### src/rtl/tsph_pkg.sv
// Shared types and constants for the seed text parse-or-hash block.
// Used by the front classifier, the request queue and the back engine.
package tsph_pkg;

   localparam int QUEUE_DEPTH = 2;

   localparam logic [7:0] CHAR_SPACE = 8'h20;
   localparam logic [7:0] CHAR_TAB   = 8'h09;
   localparam logic [7:0] CHAR_PLUS  = 8'h2B;
   localparam logic [7:0] CHAR_MINUS = 8'h2D;
   localparam logic [7:0] CHAR_ZERO  = 8'h30;
   localparam logic [7:0] CHAR_NINE  = 8'h39;

   typedef struct packed {
      logic [7:0] text_byte;
      logic       last_byte;
      logic       empty_text;
      logic       blank;
      logic       digit;
      logic       plus;
      logic       minus;
   } item_type;

endpackage

### src/rtl/text_seed_parse_or_hash.sv
// Seed text parse-or-hash top level: front classifier, request queue, back engine.
// Throughput: one request per cycle while req_stall is low.
// The result of a text reaches the result register once the request marked last has passed
// through the queue and the back engine update; a response stall holds it back.
// Reset (synchronous, active high) empties the queue and clears all text state.
// Depends on tsph_pkg, tsph_front, tsph_fifo and tsph_back.
module text_seed_parse_or_hash #(
   parameter int QUEUE_DEPTH = tsph_pkg::QUEUE_DEPTH
) (
   input  logic        clock,
   input  logic        reset,
   input  logic        req_valid,
   output logic        req_stall,
   input  logic [7:0]  req_text_byte,
   input  logic        req_last_byte,
   input  logic        req_empty_text,
   output logic        rsp_valid,
   input  logic        rsp_stall,
   output logic [63:0] rsp_seed,
   output logic        rsp_seed_present,
   output logic        rsp_seed_source
);

   tsph_pkg::item_type push_data;
   tsph_pkg::item_type pop_data;
   logic               push;
   logic               queue_full;
   logic               pop_valid;
   logic               pop;

   tsph_front u_front (
      .req_valid      (req_valid),
      .req_stall      (req_stall),
      .req_text_byte  (req_text_byte),
      .req_last_byte  (req_last_byte),
      .req_empty_text (req_empty_text),
      .queue_full     (queue_full),
      .push           (push),
      .push_data      (push_data)
   );

   tsph_fifo #(
      .Depth (QUEUE_DEPTH)
   ) u_fifo (
      .clock     (clock),
      .reset     (reset),
      .push      (push),
      .push_data (push_data),
      .full      (queue_full),
      .pop_valid (pop_valid),
      .pop_data  (pop_data),
      .pop       (pop)
   );

   tsph_back u_back (
      .clock            (clock),
      .reset            (reset),
      .q_valid          (pop_valid),
      .q_data           (pop_data),
      .q_pop            (pop),
      .rsp_valid        (rsp_valid),
      .rsp_stall        (rsp_stall),
      .rsp_seed         (rsp_seed),
      .rsp_seed_present (rsp_seed_present),
      .rsp_seed_source  (rsp_seed_source)
   );

endmodule

### src/rtl/tsph_front.sv
// Front end: accepts requests and classifies each byte before queueing.
// Depends on tsph_pkg for the queued item type and character codes.
module tsph_front (
   input  logic               req_valid,
   output logic               req_stall,
   input  logic [7:0]         req_text_byte,
   input  logic               req_last_byte,
   input  logic               req_empty_text,
   input  logic               queue_full,
   output logic               push,
   output tsph_pkg::item_type push_data
);

   assign req_stall = queue_full;
   assign push      = req_valid & ~queue_full;

   always_comb begin
      push_data.text_byte  = req_text_byte;
      push_data.last_byte  = req_last_byte;
      push_data.empty_text = req_empty_text;
      push_data.blank      = (req_text_byte == tsph_pkg::CHAR_SPACE) ||
                             (req_text_byte == tsph_pkg::CHAR_TAB);
      push_data.digit      = (req_text_byte >= tsph_pkg::CHAR_ZERO) &&
                             (req_text_byte <= tsph_pkg::CHAR_NINE);
      push_data.plus       = (req_text_byte == tsph_pkg::CHAR_PLUS);
      push_data.minus      = (req_text_byte == tsph_pkg::CHAR_MINUS);
   end

endmodule

### src/rtl/tsph_fifo.sv
// Short request queue between the front classifier and the back engine.
// Depends on tsph_pkg for the item type and the default depth.
module tsph_fifo #(
   parameter int Depth = tsph_pkg::QUEUE_DEPTH
) (
   input  logic               clock,
   input  logic               reset,
   input  logic               push,
   input  tsph_pkg::item_type push_data,
   output logic               full,
   output logic               pop_valid,
   output tsph_pkg::item_type pop_data,
   input  logic               pop
);

   localparam int PtrW = (Depth > 1) ? $clog2(Depth) : 1;
   localparam int CntW = $clog2(Depth + 1);

   tsph_pkg::item_type mem_ff [Depth];
   logic [PtrW-1:0]    wr_ptr_ff, wr_ptr_in;
   logic [PtrW-1:0]    rd_ptr_ff, rd_ptr_in;
   logic [CntW-1:0]    count_ff, count_in;
   logic               push_ok, pop_ok;

   assign full      = (count_ff == CntW'(Depth));
   assign pop_valid = (count_ff != '0);
   assign pop_data  = mem_ff[rd_ptr_ff];
   assign push_ok   = push & ~full;
   assign pop_ok    = pop & pop_valid;

   always_comb begin
      wr_ptr_in = wr_ptr_ff;
      rd_ptr_in = rd_ptr_ff;
      count_in  = count_ff;
      if (push_ok) begin
         wr_ptr_in = (wr_ptr_ff == PtrW'(Depth - 1)) ? '0 : wr_ptr_ff + 1'b1;
      end
      if (pop_ok) begin
         rd_ptr_in = (rd_ptr_ff == PtrW'(Depth - 1)) ? '0 : rd_ptr_ff + 1'b1;
      end
      if (push_ok && !pop_ok) begin
         count_in = count_ff + 1'b1;
      end else if (pop_ok && !push_ok) begin
         count_in = count_ff - 1'b1;
      end
   end

   always_ff @(posedge clock) begin
      if (reset) begin
         wr_ptr_ff <= '0;
         rd_ptr_ff <= '0;
         count_ff  <= '0;
      end else begin
         wr_ptr_ff <= wr_ptr_in;
         rd_ptr_ff <= rd_ptr_in;
         count_ff  <= count_in;
      end
   end

   always_ff @(posedge clock) begin
      if (push_ok) begin
         mem_ff[wr_ptr_ff] <= push_data;
      end
   end

endmodule

### src/rtl/tsph_back.sv
// Back engine: trim tracking, lenient UTF-8 decode, string hash and decimal parse,
// plus the result register. Depends on tsph_pkg for the queued item type.
module tsph_back (
   input  logic               clock,
   input  logic               reset,
   input  logic               q_valid,
   input  tsph_pkg::item_type q_data,
   output logic               q_pop,
   output logic               rsp_valid,
   input  logic               rsp_stall,
   output logic [63:0]        rsp_seed,
   output logic               rsp_seed_present,
   output logic               rsp_seed_source
);

   localparam logic ST_RUN    = 1'b0;
   localparam logic ST_FINISH = 1'b1;

   localparam logic [1:0] PH_START  = 2'd0;
   localparam logic [1:0] PH_PLUS   = 2'd1;
   localparam logic [1:0] PH_MINUS  = 2'd2;
   localparam logic [1:0] PH_DIGITS = 2'd3;

   localparam logic [63:0] MAG_Q     = 64'd922337203685477580;
   localparam logic [3:0]  POS_REM   = 4'd7;
   localparam logic [3:0]  NEG_REM   = 4'd8;
   localparam logic [20:0] PLANE_ONE = 21'h10000;
   localparam logic [31:0] HI_BASE   = 32'hD800;
   localparam logic [31:0] LO_BASE   = 32'hDC00;

   function automatic logic [31:0] hash_step(input logic [31:0] h, input logic [20:0] cp);
      logic [20:0] v;
      logic [31:0] hi;
      logic [31:0] lo;
      v  = cp - PLANE_ONE;
      hi = HI_BASE + {21'd0, v[20:10]};
      lo = LO_BASE + {22'd0, v[9:0]};
      if (cp >= PLANE_ONE) begin
         hash_step = (h << 10) - (h << 6) + h + (hi << 5) - hi + lo;
      end else begin
         hash_step = (h << 5) - h + {11'd0, cp};
      end
   endfunction

   function automatic logic [2:0] group_length(input logic [7:0] lead);
      if (lead >= 8'hF0) begin
         group_length = 3'd4;
      end else if (lead >= 8'hE0) begin
         group_length = 3'd3;
      end else if (lead >= 8'hC0) begin
         group_length = 3'd2;
      end else begin
         group_length = 3'd1;
      end
   endfunction

   function automatic logic [20:0] decode_form(input logic [2:0] n, input logic [7:0] b0,
                                               input logic [7:0] b1, input logic [7:0] b2,
                                               input logic [7:0] b3);
      if (n >= 3'd4) begin
         decode_form = {b0[2:0], b1[5:0], b2[5:0], b3[5:0]};
      end else if (n == 3'd3) begin
         decode_form = {5'd0, b0[3:0], b1[5:0], b2[5:0]};
      end else if (n == 3'd2) begin
         decode_form = {10'd0, b0[4:0], b1[5:0]};
      end else begin
         decode_form = {13'd0, b0};
      end
   endfunction

   logic        state_ff, state_in;
   logic [31:0] hash_ff, hash_in;
   logic [7:0]  la_ff [3];
   logic [7:0]  la_in [3];
   logic [1:0]  cnt_ff, cnt_in;
   logic [31:0] saved_hash_ff, saved_hash_in;
   logic [7:0]  saved_la_ff [3];
   logic [7:0]  saved_la_in [3];
   logic [1:0]  saved_cnt_ff, saved_cnt_in;
   logic        started_ff, started_in;
   logic        space_ff, space_in;
   logic [1:0]  phase_ff, phase_in;
   logic        num_valid_ff, num_valid_in;
   logic        neg_ff, neg_in;
   logic [63:0] mag_ff, mag_in;

   logic        rsp_valid_ff, rsp_valid_in;
   logic [63:0] rsp_seed_ff;
   logic        rsp_present_ff;
   logic        rsp_source_ff;
   logic        rsp_load;

   logic [7:0]  b;
   logic [31:0] dec_hash;
   logic [7:0]  dec_la [3];
   logic [1:0]  dec_cnt;
   logic [2:0]  feed_len;
   logic [20:0] feed_cp;

   logic        num_valid_eff;
   logic        num_valid_n, neg_n;
   logic [1:0]  phase_n;
   logic [63:0] mag_n, mag_x10;
   logic        ovf;

   logic [31:0] t_hash, t_final;
   logic [1:0]  t_cnt;
   logic [7:0]  t_b0, t_b1, t_b2;
   logic [63:0] res_seed;
   logic        res_present, res_source;

   assign b = q_data.text_byte;

   always_comb begin
      dec_hash = hash_ff;
      dec_la   = la_ff;
      dec_cnt  = cnt_ff;
      feed_len = group_length(la_ff[0]);
      feed_cp  = '0;
      if (cnt_ff == 2'd0) begin
         if (group_length(b) == 3'd1) begin
            dec_hash = hash_step(hash_ff, {13'd0, b});
         end else begin
            dec_la[0] = b;
            dec_cnt   = 2'd1;
         end
      end else if (({1'b0, cnt_ff} + 3'd1) >= feed_len) begin
         case (feed_len)
            3'd4: feed_cp = decode_form(3'd4, la_ff[0], la_ff[1], la_ff[2], b);
            3'd3: feed_cp = decode_form(3'd3, la_ff[0], la_ff[1], b, 8'd0);
            default: feed_cp = decode_form(3'd2, la_ff[0], b, 8'd0, 8'd0);
         endcase
         dec_hash = hash_step(hash_ff, feed_cp);
         dec_cnt  = 2'd0;
      end else begin
         dec_la[cnt_ff] = b;
         dec_cnt        = cnt_ff + 2'd1;
      end
   end

   always_comb begin
      num_valid_eff = num_valid_ff & ~space_ff;
      num_valid_n   = num_valid_eff;
      phase_n       = phase_ff;
      neg_n         = neg_ff;
      mag_n         = mag_ff;
      mag_x10       = {mag_ff[60:0], 3'b000} + {mag_ff[62:0], 1'b0};
      ovf           = (mag_ff > MAG_Q) ||
                      ((mag_ff == MAG_Q) && (b[3:0] > (neg_ff ? NEG_REM : POS_REM)));
      if (num_valid_eff) begin
         if ((phase_ff == PH_START) && q_data.plus) begin
            phase_n = PH_PLUS;
         end else if (((phase_ff == PH_START) || (phase_ff == PH_PLUS)) && q_data.minus) begin
            neg_n   = 1'b1;
            phase_n = PH_MINUS;
         end else if (q_data.digit) begin
            if (ovf) begin
               num_valid_n = 1'b0;
            end else begin
               mag_n   = mag_x10 + {60'd0, b[3:0]};
               phase_n = PH_DIGITS;
            end
         end else begin
            num_valid_n = 1'b0;
         end
      end
   end

   always_comb begin
      t_hash  = space_ff ? saved_hash_ff : hash_ff;
      t_cnt   = space_ff ? saved_cnt_ff : cnt_ff;
      t_b0    = space_ff ? saved_la_ff[0] : la_ff[0];
      t_b1    = space_ff ? saved_la_ff[1] : la_ff[1];
      t_b2    = space_ff ? saved_la_ff[2] : la_ff[2];
      t_final = (t_cnt != 2'd0) ?
                hash_step(t_hash, decode_form({1'b0, t_cnt}, t_b0, t_b1, t_b2, 8'd0)) : t_hash;
      res_seed    = '0;
      res_present = 1'b0;
      res_source  = 1'b0;
      if (started_ff) begin
         res_present = 1'b1;
         if (num_valid_ff && (phase_ff == PH_DIGITS)) begin
            res_seed = neg_ff ? (64'd0 - mag_ff) : mag_ff;
         end else begin
            res_seed   = {{32{t_final[31]}}, t_final};
            res_source = 1'b1;
         end
      end
   end

   assign rsp_load = (state_ff == ST_FINISH) && (!rsp_valid_ff || !rsp_stall);

   always_comb begin
      state_in      = state_ff;
      hash_in       = hash_ff;
      la_in         = la_ff;
      cnt_in        = cnt_ff;
      saved_hash_in = saved_hash_ff;
      saved_la_in   = saved_la_ff;
      saved_cnt_in  = saved_cnt_ff;
      started_in    = started_ff;
      space_in      = space_ff;
      phase_in      = phase_ff;
      num_valid_in  = num_valid_ff;
      neg_in        = neg_ff;
      mag_in        = mag_ff;
      q_pop         = 1'b0;
      case (state_ff)
         ST_RUN: begin
            if (q_valid) begin
               q_pop = 1'b1;
               if (!q_data.empty_text) begin
                  if (!started_ff) begin
                     if (!q_data.blank) begin
                        started_in   = 1'b1;
                        hash_in      = dec_hash;
                        la_in        = dec_la;
                        cnt_in       = dec_cnt;
                        phase_in     = phase_n;
                        num_valid_in = num_valid_n;
                        neg_in       = neg_n;
                        mag_in       = mag_n;
                     end
                  end else if (q_data.blank) begin
                     if (!space_ff) begin
                        saved_hash_in = hash_ff;
                        saved_la_in   = la_ff;
                        saved_cnt_in  = cnt_ff;
                        space_in      = 1'b1;
                     end
                     hash_in = dec_hash;
                     la_in   = dec_la;
                     cnt_in  = dec_cnt;
                  end else begin
                     space_in     = 1'b0;
                     hash_in      = dec_hash;
                     la_in        = dec_la;
                     cnt_in       = dec_cnt;
                     phase_in     = phase_n;
                     num_valid_in = num_valid_n;
                     neg_in       = neg_n;
                     mag_in       = mag_n;
                  end
               end
               if (q_data.last_byte) begin
                  state_in = ST_FINISH;
               end
            end
         end
         ST_FINISH: begin
            if (rsp_load) begin
               state_in      = ST_RUN;
               hash_in       = '0;
               la_in         = '{default: 8'd0};
               cnt_in        = '0;
               saved_hash_in = '0;
               saved_la_in   = '{default: 8'd0};
               saved_cnt_in  = '0;
               started_in    = 1'b0;
               space_in      = 1'b0;
               phase_in      = PH_START;
               num_valid_in  = 1'b1;
               neg_in        = 1'b0;
               mag_in        = '0;
            end
         end
         default: begin
            state_in = ST_RUN;
         end
      endcase
   end

   always_comb begin
      rsp_valid_in = rsp_valid_ff;
      if (rsp_load) begin
         rsp_valid_in = 1'b1;
      end else if (rsp_valid_ff && !rsp_stall) begin
         rsp_valid_in = 1'b0;
      end
   end

   always_ff @(posedge clock) begin
      if (reset) begin
         state_ff      <= ST_RUN;
         hash_ff       <= '0;
         la_ff         <= '{default: 8'd0};
         cnt_ff        <= '0;
         saved_hash_ff <= '0;
         saved_la_ff   <= '{default: 8'd0};
         saved_cnt_ff  <= '0;
         started_ff    <= 1'b0;
         space_ff      <= 1'b0;
         phase_ff      <= PH_START;
         num_valid_ff  <= 1'b1;
         neg_ff        <= 1'b0;
         mag_ff        <= '0;
         rsp_valid_ff  <= 1'b0;
      end else begin
         state_ff      <= state_in;
         hash_ff       <= hash_in;
         la_ff         <= la_in;
         cnt_ff        <= cnt_in;
         saved_hash_ff <= saved_hash_in;
         saved_la_ff   <= saved_la_in;
         saved_cnt_ff  <= saved_cnt_in;
         started_ff    <= started_in;
         space_ff      <= space_in;
         phase_ff      <= phase_in;
         num_valid_ff  <= num_valid_in;
         neg_ff        <= neg_in;
         mag_ff        <= mag_in;
         rsp_valid_ff  <= rsp_valid_in;
      end
   end

   always_ff @(posedge clock) begin
      if (rsp_load) begin
         rsp_seed_ff    <= res_seed;
         rsp_present_ff <= res_present;
         rsp_source_ff  <= res_source;
      end
   end

   assign rsp_valid        = rsp_valid_ff;
   assign rsp_seed         = rsp_seed_ff;
   assign rsp_seed_present = rsp_present_ff;
   assign rsp_seed_source  = rsp_source_ff;

endmodule

### config.mk
export PLATFORM = sky130hd
export DESIGN_NAME = text_seed_parse_or_hash
export DESIGN_NICKNAME = d
export VERILOG_FILES = /design/src/rtl/tsph_pkg.sv /design/src/rtl/text_seed_parse_or_hash.sv /design/src/rtl/tsph_front.sv /design/src/rtl/tsph_fifo.sv /design/src/rtl/tsph_back.sv
export SDC_FILE = /design/constraint.sdc
export NUM_CORES = 1
export LEC_CHECK = 0
export ABC_AREA = 1
export ABC_CLOCK_PERIOD_IN_PS = 6000
export BUFFER_PORTS_ARGS = -buffer_cell sky130_fd_sc_hd__buf_2
export CORE_UTILIZATION = 58
export DETAILED_ROUTE_END_ITERATION = 8
export PLACE_DENSITY = 0.73
export SLEW_MARGIN = 0
export SYNTH_ARGS = -nofsm -noshare
export SYNTH_HDL_FRONTEND = slang
export SYNTH_SLANG_ARGS = --single-unit
### constraint.sdc
create_clock -name clock -period 6 [get_ports clock]
set_clock_uncertainty 0.05 [all_clocks]
set_input_delay 1.2 -clock clock [delete_from_list [all_inputs] [get_ports clock]]
set_output_delay 1.2 -clock clock [all_outputs]
set_load 0.005 [all_outputs]
==> summary.md <==
| Metric | Value |
|---|---|
| Clock root cell | clkbuf_16 |
| CP required | 6.33 ns |
| Worst EP arrival | 5.92 ns |
| CP endpoint kind | flop |
| Syn-to-layout area delta | 7.41% |
| Post-DRT Antenna Nets | 0 |
| Synth area leaders | nand2_1 14%, ha_1 13%, dfxtp_1 12%, edfxtp_1 9.4%, a21oi_1 8.4% |
| Wirelength per Cell | approximately 19 um |
| Hold Path Class | flop to flop |
| 1st-iter DRT viols | between 2,000 and 3,000 |
| Top cell type by total area after synthesis | nand2_1 |
| Synth top cells by count | 1,100 x nand2_1, 672 x inv_1, 507 x a21oi_1 |
| Total wire length | 102,000 um |
| Hold Path Depth | 2 |
| Worst-Skew Late Latency | 0.57 ns |
| Worst path depth | 33 |
| Diode count | 0 |
| Die height | 230 um |
| Buffers & Inverters on Critical Path | 5 |
| Final setup viols | 0 |
| CP max FO | 7 |
| Residual DRC count | 0 |
| Mean post-synth cell area | 6.53 sq um |
| Fillers | 5,049 |
| Routed via count | 31,400 |
| Post-synth top flop | dfxtp_1 |
| Starting Density | 0.588 |
| Tot GR Track Use | 0.380 |
| Max frequency | 0.179 GHz |
| Max IR drop VDD | 609 uV |
| Fin crit share | 0.930 |
| Setup TNS | 0 ns |
| Slew Viols, Final | 0 |
| Yosys top cell area share | 0.137 |
| Place WS | approximately 0.53 ns |
| Max Cap Violations | 0 |
| Final Core Density | 0.631 |
| I/O pin cnt | 82 |
| Syn_nets | 5,013 |
| Number of port buffers | 81 |
| Total congestion overflow | 0 |
| DIE WIDTH | ~230 um |
| Routed vias/inst | 5.84 |
| Worst path top cell family by delay | adder cells |
| Post-detail-place hpwl | 80,600 um |
| Number of synthesized register bits | 279 |
| Synth cell types | 66 |
| Final WS setup | 0.417 ns |
| Die area | 0.0529 sq mm |
| Final Power | 0.0211 W |
| RePlAce Congestion | 1.03 |
| Crit-path max cell delay | 0.55 ns |
| Multi-input gate area | approximately 0.021 sq mm |
| Final hold vios | 0 |
| First-pass GRT wire length | 159,000 um |
| Lkg Pwr | 16.1 nW |
| R2R cell count | 33 |
| Vias in the first global route | 29,500 |
| CP startpoint kind | flop |
| RSZ-0062 raised after global routing | false |
| Clk slew on worst S/H paths | approximately 0.060 ns |
| H-tree levels | 2 |
| Layout cells sized above 1 | 0.0817 |
| CTS Buf Count | 35 |
| Final critical-path required period | between 5 and 6 ns |
| Max_slew headroom | 0.210 |
| First-pass DRT Iterations | 8 |
| Slowest-stage cell, CP | fa_1 |
| Most numerous cell in the Yosys netlist | nand2_1 |
| Seq/Total Area, Yosys | 0.216 |
| CTS sink count | roughly 280 |
| Share of async-settable or async-resettable flops after synthesis | 0 |
| Register area | 0.00653 sq mm |
| Post-CTS setup buffers | 0 |
| EDFF count, synth | 94 |
| Worst Tran Pin Value | about 1.2 ns |
| Final nets | between 5,000 and 6,000 |
| Pin count of the biggest net entering global routing | between 100 and 150 |
| Post-synthesis cell area | between 0.03 and 0.04 sq mm |
| Synthesized instance count | 4,619 |
| Core footprint | 0.0513 sq mm |
| Pwr Density | 651 mW/mm^2 |
| CTS tree | yes |
| Longest Clk Path Bufs | 3 |
| Crit path top cell by count | nand2_1 |
| Crit Path Class | flop to flop |
| Outcome | finished clean |
| YS warnings | 0 |
| Initial antenna violation count | 0 |
| Site row count | 83 |
## layout make-up
class	instances	area share
Clock inverter	20	0.00553
Sequential cell	279	0.202
Inverter	694	0.0806
Multi-Input combinational cell	3530	0.634
Clock buffer	44	0.0297
Tap cell	680	0.0263
Timing Repair Buffer	122	0.0222
## sequential cells by signal, indices dropped and copies added (netlist names), 2 cells and up, named ones only
signal,cells
u_back.cnt_ff,2
u_back.hash_ff,32
u_back.la_ff,20
u_back.mag_ff,64
u_back.phase_ff,2
u_back.rsp_seed,64
u_back.saved_cnt_ff,2
u_back.saved_hash_ff,32
u_back.saved_la_ff,20
u_fifo.count_ff,2
u_fifo.mem_ff,28
## cells in the final DEF, fill, tap and decap left out, drive strengths merged, types with 94 or more instances in the layout
cell type / synthesis / final
edfxtp: 94 / 94
buf: 34 / 122
nor2: 414 / 414
nand2: 1125 / 1125
o21ai: 266 / 266
nand3: 284 / 284
ha: 315 / 315
or2: 97 / 97
dfxtp: 185 / 185
inv: 690 / 695
a21oi: 511 / 511
## where the power goes
group / internal (W) / switching (W)
Sequential: 0.00222 / 0.000236
Clock: 0.00123 / 0.000911
Combinational: 0.00535 / 0.0111
## cell families (layout without fill, tap and decap cells)
family,after synthesis,count (layout),share of synthesized area
mux,3,3,0.000996
buf+inv,810,880,0.103
fa+ha+maj,380,380,0.174
xor+xnor,91,91,0.0267
flops,279,279,0.216
simple gates,2080,2080,0.300
compound gates,976,976,0.178
## worst register-to-register path, delay by kind of cell (launching register included)
| kind | cells | cell delay [ns] |
|---|---|---|
| adders and majority gates | 5 | 2.18 |
| and+or+nand+nor | 18 | 1.71 |
| AOI/OAI and AO/OA | 3 | 0.41 |
| DFF | 1 | 0.38 |
| buffers and inverters | 5 | 0.34 |
| xor gates and xnor gates | 2 | 0.33 |
## stage by stage
stage	hold WS (ns)	cells	cell area (sq um)
6_report	0.409	5369	32400
5_1_grt	0.426	5369	32400
4_1_cts	0.409	5369	32400
3_5_place_dp	0.400	5305	31200
3_3_place_gp	0.388	5305	31200
2_1_floorplan	0.376	4619	30200
## per-layer routing
layer	vias up	GRT usage	routed length [um]
li1	15400	-	-
met4	0	0.224	6850
met5	-	0	0
met2	1300	0.657	48000
met1	14400	0.452	40100
met3	339	0.0461	6940
## timing repair
action                                  4_1_cts  5_1_grt
resized for setup                             0        4
endpoints found under the setup margin        0        2
hold buffers                                  0        0
## path summary, 6_finish.rpt
check	from	slack (ns)	to
setup reg to reg	u_back.la_ff[23]	0.42	u_back.hash_ff[29]
hold / removal	u_back.saved_hash_ff[29]	0.41	u_back.saved_hash_ff[29]
setup / recovery	u_back.la_ff[23]	0.42	u_back.hash_ff[29]
hold reg to reg	u_back.saved_hash_ff[29]	0.41	u_back.saved_hash_ff[29]
No activity file was read; power rests on OpenSTA's default activity.
